## src/rtl/hsvr_pkg.sv

```systemverilog
// shared types, constants and microcode encodings for the hsv rainbow pixel generator
package hsvr_pkg;

   // field widths
   localparam int BYTE_W     = 8;
   localparam int PIX_W      = 5;
   localparam int CH_W       = 2;
   localparam int HUE_W      = 9;
   localparam int SECT_W     = 3;
   localparam int REM_W      = 6;
   localparam int STEP_W     = 4;
   localparam int CSR_IDX_W  = 2;
   localparam int CSR_DATA_W = 9;
   localparam int REQ_DATA_W = 8;
   localparam int RSP_DATA_W = 16;

   // pixel count default and its upper bound
   localparam int PIXEL_COUNT_DEF = 2;
   localparam int MAX_PIXELS      = 21;

   // hue geometry
   localparam int SECTOR_DEG_I  = 60;
   localparam int FULL_CIRCLE_I = 360;

   // frac = floor(rem * 256 / 60) = (rem * 4370) >> 10 for rem in 0..59
   localparam int               FRAC_MUL_W = 13;
   localparam logic [12:0]      FRAC_MUL   = 13'd4370;
   localparam int               FRAC_SHIFT = 10;

   // register reset values
   localparam logic [BYTE_W-1:0] SAT_RST   = 8'd255;
   localparam logic [BYTE_W-1:0] BRI_RST   = 8'd40;
   localparam logic [HUE_W-1:0]  HSTEP_RST = 9'd2;

   typedef enum logic [CSR_IDX_W-1:0] {
      CSR_SATURATION = 2'd0,
      CSR_BRIGHTNESS = 2'd1,
      CSR_HUE_STEP   = 2'd2
   } csr_index_type;

   typedef enum logic [CH_W-1:0] {
      CH_GREEN = 2'd0,
      CH_RED   = 2'd1,
      CH_BLUE  = 2'd2
   } chan_type;

   typedef enum logic [2:0] {
      OP_IDLE   = 3'd0,
      OP_DECODE = 3'd1,
      OP_MUL    = 3'd2,
      OP_MAP    = 3'd3,
      OP_EMIT   = 3'd4
   } op_type;

   typedef enum logic [1:0] {
      JMP_NEXT       = 2'd0,
      JMP_WAIT_ITEM  = 2'd1,
      JMP_IF_BLANK   = 2'd2,
      JMP_WAIT_FRAME = 2'd3
   } jump_type;

   typedef enum logic {
      MA_VALUE = 1'b0,
      MA_SAT   = 1'b1
   } mul_a_type;

   typedef enum logic [1:0] {
      MB_INV_SAT  = 2'd0,
      MB_FRAC     = 2'd1,
      MB_INV_FRAC = 2'd2,
      MB_INV_TMP  = 2'd3
   } mul_b_type;

   typedef enum logic [1:0] {
      DST_P   = 2'd0,
      DST_Q   = 2'd1,
      DST_T   = 2'd2,
      DST_TMP = 2'd3
   } dst_type;

   typedef logic [STEP_W-1:0] step_type;

   // program addresses
   localparam step_type ST_IDLE   = 4'd0;
   localparam step_type ST_DECODE = 4'd1;
   localparam step_type ST_MUL_P  = 4'd2;
   localparam step_type ST_MUL_A  = 4'd3;
   localparam step_type ST_MUL_Q  = 4'd4;
   localparam step_type ST_MUL_B  = 4'd5;
   localparam step_type ST_MUL_T  = 4'd6;
   localparam step_type ST_MAP    = 4'd7;
   localparam step_type ST_EMIT   = 4'd8;

   typedef struct packed {
      jump_type  jump;
      step_type  target;
      op_type    op;
      mul_a_type ma;
      mul_b_type mb;
      dst_type   dst;
   } uword_type;

   // sequencer to datapath
   typedef struct packed {
      op_type    op;
      mul_a_type ma;
      mul_b_type mb;
      dst_type   dst;
      logic      take_item;
      logic      beat_taken;
   } ctl_type;

   // datapath to sequencer
   typedef struct packed {
      logic run;
      logic frame_end;
   } stat_type;

endpackage

```

## src/rtl/hsvr_ucode_rom.sv

```systemverilog
// control store: one control word per program step
module hsvr_ucode_rom
   import hsvr_pkg::*;
(
   input  step_type  pc,
   output uword_type uword
);

   always_comb begin
      unique case (pc)
         ST_IDLE:   uword = '{JMP_WAIT_ITEM,  ST_IDLE,  OP_IDLE,   MA_VALUE, MB_INV_SAT,  DST_P};
         ST_DECODE: uword = '{JMP_IF_BLANK,   ST_EMIT,  OP_DECODE, MA_VALUE, MB_INV_SAT,  DST_P};
         ST_MUL_P:  uword = '{JMP_NEXT,       ST_IDLE,  OP_MUL,    MA_VALUE, MB_INV_SAT,  DST_P};
         ST_MUL_A:  uword = '{JMP_NEXT,       ST_IDLE,  OP_MUL,    MA_SAT,   MB_FRAC,     DST_TMP};
         ST_MUL_Q:  uword = '{JMP_NEXT,       ST_IDLE,  OP_MUL,    MA_VALUE, MB_INV_TMP,  DST_Q};
         ST_MUL_B:  uword = '{JMP_NEXT,       ST_IDLE,  OP_MUL,    MA_SAT,   MB_INV_FRAC, DST_TMP};
         ST_MUL_T:  uword = '{JMP_NEXT,       ST_IDLE,  OP_MUL,    MA_VALUE, MB_INV_TMP,  DST_T};
         ST_MAP:    uword = '{JMP_NEXT,       ST_IDLE,  OP_MAP,    MA_VALUE, MB_INV_SAT,  DST_P};
         ST_EMIT:   uword = '{JMP_WAIT_FRAME, ST_IDLE,  OP_EMIT,   MA_VALUE, MB_INV_SAT,  DST_P};
         // unused addresses carry an idle control word and step on until the counter wraps to idle
         default:   uword = '{JMP_NEXT,       ST_IDLE,  OP_IDLE,   MA_VALUE, MB_INV_SAT,  DST_P};
      endcase
   end

endmodule

```

## src/rtl/hsvr_datapath.sv

```systemverilog
// hue state, shared 8x8 multiplier, colour registers and beat counters
module hsvr_datapath
   import hsvr_pkg::*;
#(
   parameter int PIXEL_COUNT = PIXEL_COUNT_DEF
) (
   input  logic              clock,
   input  logic              reset,
   input  ctl_type           ctl,
   input  logic [BYTE_W-1:0] saturation,
   input  logic [BYTE_W-1:0] brightness,
   input  logic [HUE_W-1:0]  hue_step,
   input  logic              req_run,
   output stat_type          stat,
   output logic [BYTE_W-1:0] data_byte,
   output logic [PIX_W-1:0]  pixel_index,
   output logic [CH_W-1:0]   channel,
   output logic              last
);

   // strip length held to 1..MAX_PIXELS
   localparam int NUM_PIX = (PIXEL_COUNT < 1) ? 1 :
                            (PIXEL_COUNT > MAX_PIXELS) ? MAX_PIXELS : PIXEL_COUNT;

   localparam logic [PIX_W-1:0]  LAST_PIX = PIX_W'(NUM_PIX - 1);
   localparam logic [HUE_W-1:0]  BND1 = HUE_W'(SECTOR_DEG_I);
   localparam logic [HUE_W-1:0]  BND2 = HUE_W'(2 * SECTOR_DEG_I);
   localparam logic [HUE_W-1:0]  BND3 = HUE_W'(3 * SECTOR_DEG_I);
   localparam logic [HUE_W-1:0]  BND4 = HUE_W'(4 * SECTOR_DEG_I);
   localparam logic [HUE_W-1:0]  BND5 = HUE_W'(5 * SECTOR_DEG_I);
   localparam logic [HUE_W:0]    CIRC1 = (HUE_W + 1)'(FULL_CIRCLE_I);
   localparam logic [HUE_W:0]    CIRC2 = (HUE_W + 1)'(2 * FULL_CIRCLE_I);

   logic                run_ff, run_in;
   logic [HUE_W-1:0]    hue_ff, hue_in;
   logic [SECT_W-1:0]   sector_ff, sector_in;
   logic [BYTE_W-1:0]   frac_ff, frac_in;
   logic [BYTE_W-1:0]   p_ff, p_in, q_ff, q_in, t_ff, t_in, tmp_ff, tmp_in;
   logic [BYTE_W-1:0]   g_ff, g_in, r_ff, r_in, b_ff, b_in;
   logic [PIX_W-1:0]    pix_ff, pix_in;
   chan_type            chan_ff, chan_in;

   logic [SECT_W-1:0]             sector;
   logic [HUE_W-1:0]              rem_full;
   logic [REM_W+FRAC_MUL_W-1:0]   frac_wide;
   logic [BYTE_W-1:0]             mul_a, mul_b;
   logic [2*BYTE_W-1:0]           prod;
   logic [HUE_W:0]                hue_sum;
   logic [HUE_W:0]                hue_wrap;

   // sector and remainder within the sector
   always_comb begin
      if (hue_ff < BND1) begin
         sector = 3'd0; rem_full = hue_ff;
      end else if (hue_ff < BND2) begin
         sector = 3'd1; rem_full = hue_ff - BND1;
      end else if (hue_ff < BND3) begin
         sector = 3'd2; rem_full = hue_ff - BND2;
      end else if (hue_ff < BND4) begin
         sector = 3'd3; rem_full = hue_ff - BND3;
      end else if (hue_ff < BND5) begin
         sector = 3'd4; rem_full = hue_ff - BND4;
      end else begin
         sector = 3'd5; rem_full = hue_ff - BND5;
      end
      frac_wide = rem_full[REM_W-1:0] * FRAC_MUL;
   end

   // shared multiplier, inverse terms are 255 - x
   always_comb begin
      mul_a = (ctl.ma == MA_VALUE) ? brightness : saturation;
      case (ctl.mb)
         MB_INV_SAT:  mul_b = ~saturation;
         MB_FRAC:     mul_b = frac_ff;
         MB_INV_FRAC: mul_b = ~frac_ff;
         MB_INV_TMP:  mul_b = ~tmp_ff;
         default:     mul_b = ~saturation;
      endcase
      prod = mul_a * mul_b;
   end

   // hue advance, sum stays below three circles
   always_comb begin
      hue_sum = {1'b0, hue_ff} + {1'b0, hue_step};
      if (hue_sum >= CIRC2) begin
         hue_wrap = hue_sum - CIRC2;
      end else if (hue_sum >= CIRC1) begin
         hue_wrap = hue_sum - CIRC1;
      end else begin
         hue_wrap = hue_sum;
      end
   end

   always_comb begin
      run_in    = run_ff;
      hue_in    = hue_ff;
      sector_in = sector_ff;
      frac_in   = frac_ff;
      p_in      = p_ff;
      q_in      = q_ff;
      t_in      = t_ff;
      tmp_in    = tmp_ff;
      g_in      = g_ff;
      r_in      = r_ff;
      b_in      = b_ff;
      pix_in    = pix_ff;
      chan_in   = chan_ff;

      if (ctl.take_item) begin
         run_in = req_run;
      end

      case (ctl.op)
         OP_DECODE: begin
            sector_in = sector;
            frac_in   = frac_wide[FRAC_SHIFT +: BYTE_W];
            pix_in    = '0;
            chan_in   = CH_GREEN;
            if (!run_ff) begin
               g_in   = '0;
               r_in   = '0;
               b_in   = '0;
               hue_in = '0;
            end
         end
         OP_MUL: begin
            case (ctl.dst)
               DST_P:   p_in   = prod[2*BYTE_W-1:BYTE_W];
               DST_Q:   q_in   = prod[2*BYTE_W-1:BYTE_W];
               DST_T:   t_in   = prod[2*BYTE_W-1:BYTE_W];
               DST_TMP: tmp_in = prod[2*BYTE_W-1:BYTE_W];
               default: tmp_in = prod[2*BYTE_W-1:BYTE_W];
            endcase
         end
         OP_MAP: begin
            hue_in = hue_wrap[HUE_W-1:0];
            unique case (sector_ff)
               3'd0:    begin r_in = brightness; g_in = t_ff;       b_in = p_ff;       end
               3'd1:    begin r_in = q_ff;       g_in = brightness; b_in = p_ff;       end
               3'd2:    begin r_in = p_ff;       g_in = brightness; b_in = t_ff;       end
               3'd3:    begin r_in = p_ff;       g_in = q_ff;       b_in = brightness; end
               3'd4:    begin r_in = t_ff;       g_in = p_ff;       b_in = brightness; end
               default: begin r_in = brightness; g_in = p_ff;       b_in = q_ff;       end
            endcase
         end
         default: begin
         end
      endcase

      // wire order green, red, blue per pixel
      if (ctl.beat_taken) begin
         if (chan_ff == CH_BLUE) begin
            chan_in = CH_GREEN;
            pix_in  = pix_ff + PIX_W'(1);
         end else begin
            chan_in = chan_type'(chan_ff + CH_W'(1));
         end
      end
   end

   always_ff @(posedge clock) begin
      if (reset) begin
         hue_ff  <= '0;
         pix_ff  <= '0;
         chan_ff <= CH_GREEN;
      end else begin
         hue_ff  <= hue_in;
         pix_ff  <= pix_in;
         chan_ff <= chan_in;
      end
   end

   always_ff @(posedge clock) begin
      run_ff    <= run_in;
      sector_ff <= sector_in;
      frac_ff   <= frac_in;
      p_ff      <= p_in;
      q_ff      <= q_in;
      t_ff      <= t_in;
      tmp_ff    <= tmp_in;
      g_ff      <= g_in;
      r_ff      <= r_in;
      b_ff      <= b_in;
   end

   always_comb begin
      case (chan_ff)
         CH_GREEN: data_byte = g_ff;
         CH_RED:   data_byte = r_ff;
         CH_BLUE:  data_byte = b_ff;
         default:  data_byte = b_ff;
      endcase
   end

   assign pixel_index    = pix_ff;
   assign channel        = chan_ff;
   assign last           = (pix_ff == LAST_PIX) && (chan_ff == CH_BLUE);
   assign stat.run       = run_ff;
   assign stat.frame_end = last;

endmodule

```

## src/rtl/hsv_rainbow_pixel_generator_core.sv

```systemverilog
// top level: microcode sequencer, configuration registers and stream ports
//
//  channel | dir | handshake              | payload
//  req     | in  | req_tvalid/req_tready  | tdata[0] run
//  rsp     | out | rsp_tvalid/rsp_tready  | tdata byte, pixel; tuser channel; tlast last
//  csr     | in  | csr_we                 | csr_index, csr_wdata
//
//  running frame: accept, decode, 5 multiply steps, map, then 3*NUM_PIX beats
//  blank frame:   accept, decode, then 3*NUM_PIX beats
//  the shared 8x8 multiplier takes one product per step, which sets the five steps
//  one item at a time: req_tready is high only at the idle step
//  a stalled rsp_tready holds the current beat and the program counter
//  synchronous reset returns to idle, hue 0 and register reset values
module hsv_rainbow_pixel_generator_core
   import hsvr_pkg::*;
#(
   parameter int PIXEL_COUNT = PIXEL_COUNT_DEF
) (
   input  logic                  clock,
   input  logic                  reset,
   // request stream
   input  logic                  req_tvalid,
   output logic                  req_tready,
   input  logic [REQ_DATA_W-1:0] req_tdata,   // [0] run, rest zero
   // result stream
   output logic                  rsp_tvalid,
   input  logic                  rsp_tready,
   output logic [RSP_DATA_W-1:0] rsp_tdata,   // [7:0] data_byte, [12:8] pixel_index,
                                              // [15:13] zero
   output logic [CH_W-1:0]       rsp_tuser,   // [1:0] channel
   output logic                  rsp_tlast,   // last byte of the frame
   // configuration write port
   input  logic                  csr_we,
   input  logic [CSR_IDX_W-1:0]  csr_index,
   input  logic [CSR_DATA_W-1:0] csr_wdata
);

   // strip length held to 1..MAX_PIXELS
   localparam int NUM_PIX = (PIXEL_COUNT < 1) ? 1 :
                            (PIXEL_COUNT > MAX_PIXELS) ? MAX_PIXELS : PIXEL_COUNT;
   localparam logic [PIX_W-1:0] LAST_PIX = PIX_W'(NUM_PIX - 1);

   // program counter of the sequencer
   step_type  pc_ff, pc_in;
   uword_type uword;
   ctl_type   ctl;
   stat_type  stat;

   // configuration registers
   logic [BYTE_W-1:0] sat_ff, sat_in;
   logic [BYTE_W-1:0] bri_ff, bri_in;
   logic [HUE_W-1:0]  hstep_ff, hstep_in;

   logic [BYTE_W-1:0] data_byte;
   logic [PIX_W-1:0]  pixel_index;
   logic [CH_W-1:0]   channel;
   logic              last;
   logic              take_item;
   logic              beat_taken;

   hsvr_ucode_rom u_rom (
      .pc    (pc_ff),
      .uword (uword)
   );

   // handshakes come straight from the current control word
   assign req_tready = (uword.op == OP_IDLE);
   assign rsp_tvalid = (uword.op == OP_EMIT);
   assign take_item  = req_tvalid && req_tready;
   assign beat_taken = rsp_tvalid && rsp_tready;

   assign ctl.op         = uword.op;
   assign ctl.ma         = uword.ma;
   assign ctl.mb         = uword.mb;
   assign ctl.dst        = uword.dst;
   assign ctl.take_item  = take_item;
   assign ctl.beat_taken = beat_taken;

   // next address: step, hold, or conditional jump
   always_comb begin
      pc_in = pc_ff;
      unique case (uword.jump)
         JMP_NEXT: begin
            pc_in = pc_ff + STEP_W'(1);
         end
         JMP_WAIT_ITEM: begin
            if (take_item) begin
               pc_in = pc_ff + STEP_W'(1);
            end
         end
         JMP_IF_BLANK: begin
            // blank frame skips the colour math
            pc_in = stat.run ? pc_ff + STEP_W'(1) : uword.target;
         end
         JMP_WAIT_FRAME: begin
            if (beat_taken && stat.frame_end) begin
               pc_in = uword.target;
            end
         end
         default: begin
            pc_in = ST_IDLE;
         end
      endcase
   end

   always_ff @(posedge clock) begin
      if (reset) begin
         pc_ff <= ST_IDLE;
      end else begin
         pc_ff <= pc_in;
      end
   end

   // register writes, unknown index is dropped
   always_comb begin
      sat_in   = sat_ff;
      bri_in   = bri_ff;
      hstep_in = hstep_ff;
      if (csr_we) begin
         case (csr_index)
            CSR_SATURATION: sat_in   = csr_wdata[BYTE_W-1:0];
            CSR_BRIGHTNESS: bri_in   = csr_wdata[BYTE_W-1:0];
            CSR_HUE_STEP:   hstep_in = csr_wdata[HUE_W-1:0];
            default: begin
            end
         endcase
      end
   end

   always_ff @(posedge clock) begin
      if (reset) begin
         sat_ff   <= SAT_RST;
         bri_ff   <= BRI_RST;
         hstep_ff <= HSTEP_RST;
      end else begin
         sat_ff   <= sat_in;
         bri_ff   <= bri_in;
         hstep_ff <= hstep_in;
      end
   end

   hsvr_datapath #(
      .PIXEL_COUNT (PIXEL_COUNT)
   ) u_datapath (
      .clock       (clock),
      .reset       (reset),
      .ctl         (ctl),
      .saturation  (sat_ff),
      .brightness  (bri_ff),
      .hue_step    (hstep_ff),
      .req_run     (req_tdata[0]),
      .stat        (stat),
      .data_byte   (data_byte),
      .pixel_index (pixel_index),
      .channel     (channel),
      .last        (last)
   );

   assign rsp_tdata = {3'b000, pixel_index, data_byte};
   assign rsp_tuser = channel;
   assign rsp_tlast = last;

   // the two streams never overlap in this sequential schedule
   a_no_overlap: assert property (@(posedge clock) disable iff (reset)
      rsp_tvalid |-> !req_tready)
      else $error("request taken while a frame is being sent");

   // the last beat returns the sequencer to idle
   a_back_to_idle: assert property (@(posedge clock) disable iff (reset)
      (rsp_tvalid && rsp_tready && rsp_tlast) |=> req_tready)
      else $error("sequencer did not return to idle after last beat");

   // a blank frame carries only zero bytes
   a_blank_zero: assert property (@(posedge clock) disable iff (reset)
      (rsp_tvalid && !stat.run) |-> (data_byte == '0))
      else $error("nonzero byte in blank frame");

   // every frame starts at pixel 0, green
   a_frame_start: assert property (@(posedge clock) disable iff (reset)
      $rose(rsp_tvalid) |-> (pixel_index == '0) && (channel == CH_GREEN))
      else $error("frame did not start at first pixel");

   // beat counters stay inside the strip
   a_pix_range: assert property (@(posedge clock) disable iff (reset)
      rsp_tvalid |-> (pixel_index <= LAST_PIX) && (channel != 2'd3))
      else $error("beat outside the strip");

endmodule

```

## config.mk

```make
export PLATFORM = sky130hd
export DESIGN_NAME = hsv_rainbow_pixel_generator_core
export DESIGN_NICKNAME = d
export VERILOG_FILES = /design/src/rtl/hsvr_pkg.sv /design/src/rtl/hsvr_ucode_rom.sv /design/src/rtl/hsvr_datapath.sv /design/src/rtl/hsv_rainbow_pixel_generator_core.sv
export SDC_FILE = /design/constraint.sdc
export NUM_CORES = 1
export LEC_CHECK = 0
export ABC_AREA = 1
export BUFFER_PORTS_ARGS = -buffer_cell sky130_fd_sc_hd__buf_2
export CAP_MARGIN = 20
export CELL_PAD_IN_SITES_DETAIL_PLACEMENT = 0
export CELL_PAD_IN_SITES_GLOBAL_PLACEMENT = 1
export CORE_MARGIN = 2
export CORE_UTILIZATION = 45
export CTS_CLUSTER_DIAMETER = 30
export DETAILED_ROUTE_END_ITERATION = 7
export PLACE_DENSITY = 0.87
export SLEW_MARGIN = 10
export SYNTH_ARGS = -nofsm -noshare
export SYNTH_HDL_FRONTEND = slang
export SYNTH_HIERARCHICAL = 1
export SYNTH_SLANG_ARGS = --single-unit
```

## constraint.sdc

```tcl
create_clock -name clock -period 6.4 [get_ports clock]
set_clock_uncertainty 0.1 [all_clocks]
set_input_delay 1.28 -clock clock [delete_from_list [all_inputs] [get_ports clock]]
set_output_delay 1.28 -clock clock [all_outputs]
set_load 0.01 [all_outputs]
```

==> flow_summary_export.csv <==
group,metric,value,unit
place,placed_area,9570,µm²
place,dp_slack,0.313,ns
worst_hold_path,hold_class,"reg2reg",
layout,fin_area,10200,µm²
floorplan,dieWidth,146,µm
place,numPortBuffers,34,
logic_synthesis,yosys-top-cells-count,"nand2_1, inv_1, nor2_1",
logic_synthesis,synthArstFlopShare,0,%
global_route,first_global_vias,7634,
power,leakage,4.86,nW
timing,tightest_slew,0.902,ns
timing,relSlewSlack,39.5,%
layout,drive_above_1_share,11.4,%
global_route,grt_pass1_wl,37400,µm
floorplan,dieArea,21200,µm²
timing,max_freq,167,MHz
floorplan,ios,45,
global_route,grt_antenna_before_repair,0,
critical_path,cp_slowest_cell,"dfxtp_1",
clock_network,clk_latency,0.42,ns
route,wl_per_cell,14.7,µm
clock_network,clk_pin_slew,0.06,ns
critical_path,worstSetupStartpointType,"flip-flop",
logic_synthesis,synth_area_leaders,"edfxtp_1, nand2_1, ha_1",
critical_path,worstPathBufferInverterCount,4,
logic_synthesis,syn_inst,1182,
layout,syn_to_final_growth,13.2,%
clock_network,post-cts-setup-buffers,0,
clock_network,htreeDepth,4,
worst_hold_path,whs_path_depth,2,
critical_path,slowest_delay,0.58,ns
global_route,grt-ovfl-total,0,
timing,hold_violations,0,
layout,fin_nets,1368,
timing,period_share,93.6,%
logic_synthesis,syn-cell-area,9040,µm²
logic_synthesis,synth_cell_type_count,51,
clock_network,clockBufferDepth,2,
logic_synthesis,yosysMostFrequentCell,"nand2_1",
place,placedCellCount,1480,
critical_path,cp_top_family,"adder cells",
timing,setup_violations,0,
route,firstDrtPassIters,6,
outcome,status,"finished clean",
timing,rsz0062_at_grt,"false",
floorplan,coreArea,19600,µm²
critical_path,crit_arrival,6.05,ns
clock_network,cts_buffers,17,
floorplan,rows,51,
floorplan,initial_utilization,46.1,%
timing,drv_slew,0,
route,drt-total-wl,22300,µm
clock_network,cts.sinks,113,
clock_network,post_cts_resized,0,
timing,layout_min_cycle_time,5.99,ns
power,ir_drop,397,µV
timing,setup_ws,0.411,ns
route,antenna_left,0,
route,drc_errors,0,
logic_synthesis,synth_edf_count,68,
clock_network,holdBufCountCts,0,
critical_path,path_cells,"nand2_1 > nor2_1 > nand2_2 > or2_2 > a22oi_1 > inv_1 > nor2_1 > fa_1 > fa_1 > fa_1 > inv_1 > fa_1 > inv_1 > ha_1 > nand2_1 > o311ai_0 > xor2_1 > buf_4",
layout,multi_input_area,5300,µm²
critical_path,worstPathRequired,6.47,ns
layout,fillers,1928,
place,hpwlAfterDp,17300,µm
critical_path,path_common_cell,"fa_1",
logic_synthesis,synth_ff_type,"edfxtp_1",
logic_synthesis,syn_avg_cell_area,7.65,µm²
critical_path,crit_cells,18,
critical_path,cp-end-kind,"flip-flop",
logic_synthesis,synth_top_cell_area_share,22.6,%
logic_synthesis,synth_seq_cells,113,
critical_path,reg2reg_depth,18,
route,viasPerCell,5.14,
global_route,track_usage,21.9,%
route,route.vias.total,7780,
clock_network,root_buffer,"clkbuf_16",
timing,tns,0,ns
route,drtIter0Drc,607,
timing,whs,0.370,ns
power,power_density,560,nW/µm²
layout,regArea,2950,µm²
layout,finalNonFillerCells,1513,
critical_path,critPathKind,"reg2reg",
clock_network,cts_tree,"done",
layout,antenna_cells,0,
place,place_congestion,0.889,
logic_synthesis,synth_top_area_cell,"edfxtp_1",
critical_path,cp_max_fo,11,
global_route,grt_max_degree,27,
flow_run,cap_violations,0,
floorplan,die_h,146,µm
logic_synthesis,synth_sequential_area_ratio,32.6,%
logic_synthesis,synth-warning-count,6,
[cells by family (layout without fill, tap and decap cells)]
kind of cell,after synthesis,in the layout,share of synthesized area (%)
AOI/OAI and AO/OA,174,174,11.6
muxes,1,1,0.111
buffers and inverters,212,274,9.25
DFF,113,113,32.6
other,2,6,0.0831
and+or+nand+nor,551,551,26.3
xor gates and xnor gates,20,20,2.02
adders and majority gates,109,109,18.1
[registers in the layout (all words and copies together) (netlist names), 8 cells and up]
register / cells
u_datapath/g_ff: 8
hstep_ff: 9
u_datapath/b_ff: 8
u_datapath/tmp_ff: 8
u_datapath/p_ff: 8
u_datapath/hue_ff: 9
sat_ff: 8
u_datapath/t_ff: 8
u_datapath/q_ff: 8
u_datapath/frac_ff: 8
bri_ff: 8
u_datapath/r_ff: 8
[per-layer routing]
| layer | routed length (µm) | vias to the layer above | track usage [%] |
|---|---|---|---|
| met5 | 0 | - | 0 |
| met4 | 346 | 0 | 6.18 |
| met3 | 1000 | 27 | 3.64 |
| met2 | 10700 | 181 | 36.6 |
| met1 | 10200 | 3609 | 29.3 |
| li1 | - | 3963 | - |
[cell type report]
| class | count | area share, % |
|---|---|---|
| Clock buffer | 17 | 4.16 |
| Clock inverter | 15 | 2.16 |
| Inverter | 192 | 7.06 |
| Multi-Input combinational cell | 861 | 51.8 |
| Sequential cell | 113 | 28.8 |
| Tap cell | 265 | 3.24 |
| Timing Repair Buffer | 50 | 2.81 |
[power breakdown]
group / switching, W / internal, W / leakage (nW) / total (W)
Combinational: 0.00230 / 0.00109 / 3.56 / 0.00340
Sequential: 0.0000927 / 0.00120 / 0.995 / 0.00130
Clock: 0.000372 / 0.000665 / 0.311 / 0.00104
Total: 0.00277 / 0.00296 / 4.86 / 0.00573
[placed cells by master (no fill, tap or decap), types with 5 or more instances in the layout]
| master | instances |
|---|---|
| a21oi_1 | 60 |
| a221oi_1 | 5 |
| a22oi_1 | 14 |
| buf_2 | 35 |
| buf_4 | 15 |
| clkbuf_16 | 17 |
| conb_1 | 6 |
| dfxtp_1 | 43 |
| edfxtp_1 | 68 |
| fa_1 | 36 |
| ha_1 | 73 |
| inv_1 | 180 |
| inv_2 | 11 |
| nand2_1 | 275 |
| nand2_2 | 13 |
| nand2_4 | 5 |
| nand3_1 | 76 |
| nand4_1 | 15 |
| nor2_1 | 131 |
| nor2_2 | 6 |
| nor3_1 | 10 |
| o211ai_1 | 7 |
| o21ai_0 | 45 |
| o21ai_1 | 8 |
| o22ai_1 | 8 |
| xnor2_1 | 5 |
| xor2_1 | 13 |
[worst reg2reg max path, stage by stage (launching register included)]
cell and delay [ns]:
dfxtp_1 0.58, nand2_1 0.12, nor2_1 0.29, nand2_2 0.19, or2_2 0.30, a22oi_1 0.26, inv_1 0.22, nor2_1 0.19
fa_1 0.46, fa_1 0.47, fa_1 0.55, inv_1 0.06, fa_1 0.54, inv_1 0.06, ha_1 0.40, nand2_1 0.13
o311ai_0 0.50, xor2_1 0.12, buf_4 0.18
[final timing paths]
kind                                   from  slack (ns)                    to
worst min register to register  hstep_ff[5]        0.37           hstep_ff[5]
worst max register to register     pc_ff[2]        0.41  u_datapath/tmp_ff[4]
worst min-delay path            hstep_ff[5]        0.37           hstep_ff[5]
worst max-delay path               pc_ff[2]        0.41  u_datapath/tmp_ff[4]
[metrics by stage]
step                power, W  util, %
global route         0.00628     52.2
finish               0.00573     52.2
floorplan            0.00362        -
global placement     0.00464     48.8
detailed placement   0.00469     48.8
CTS                  0.00575     52.1
Power figures use the tool's default switching activity.
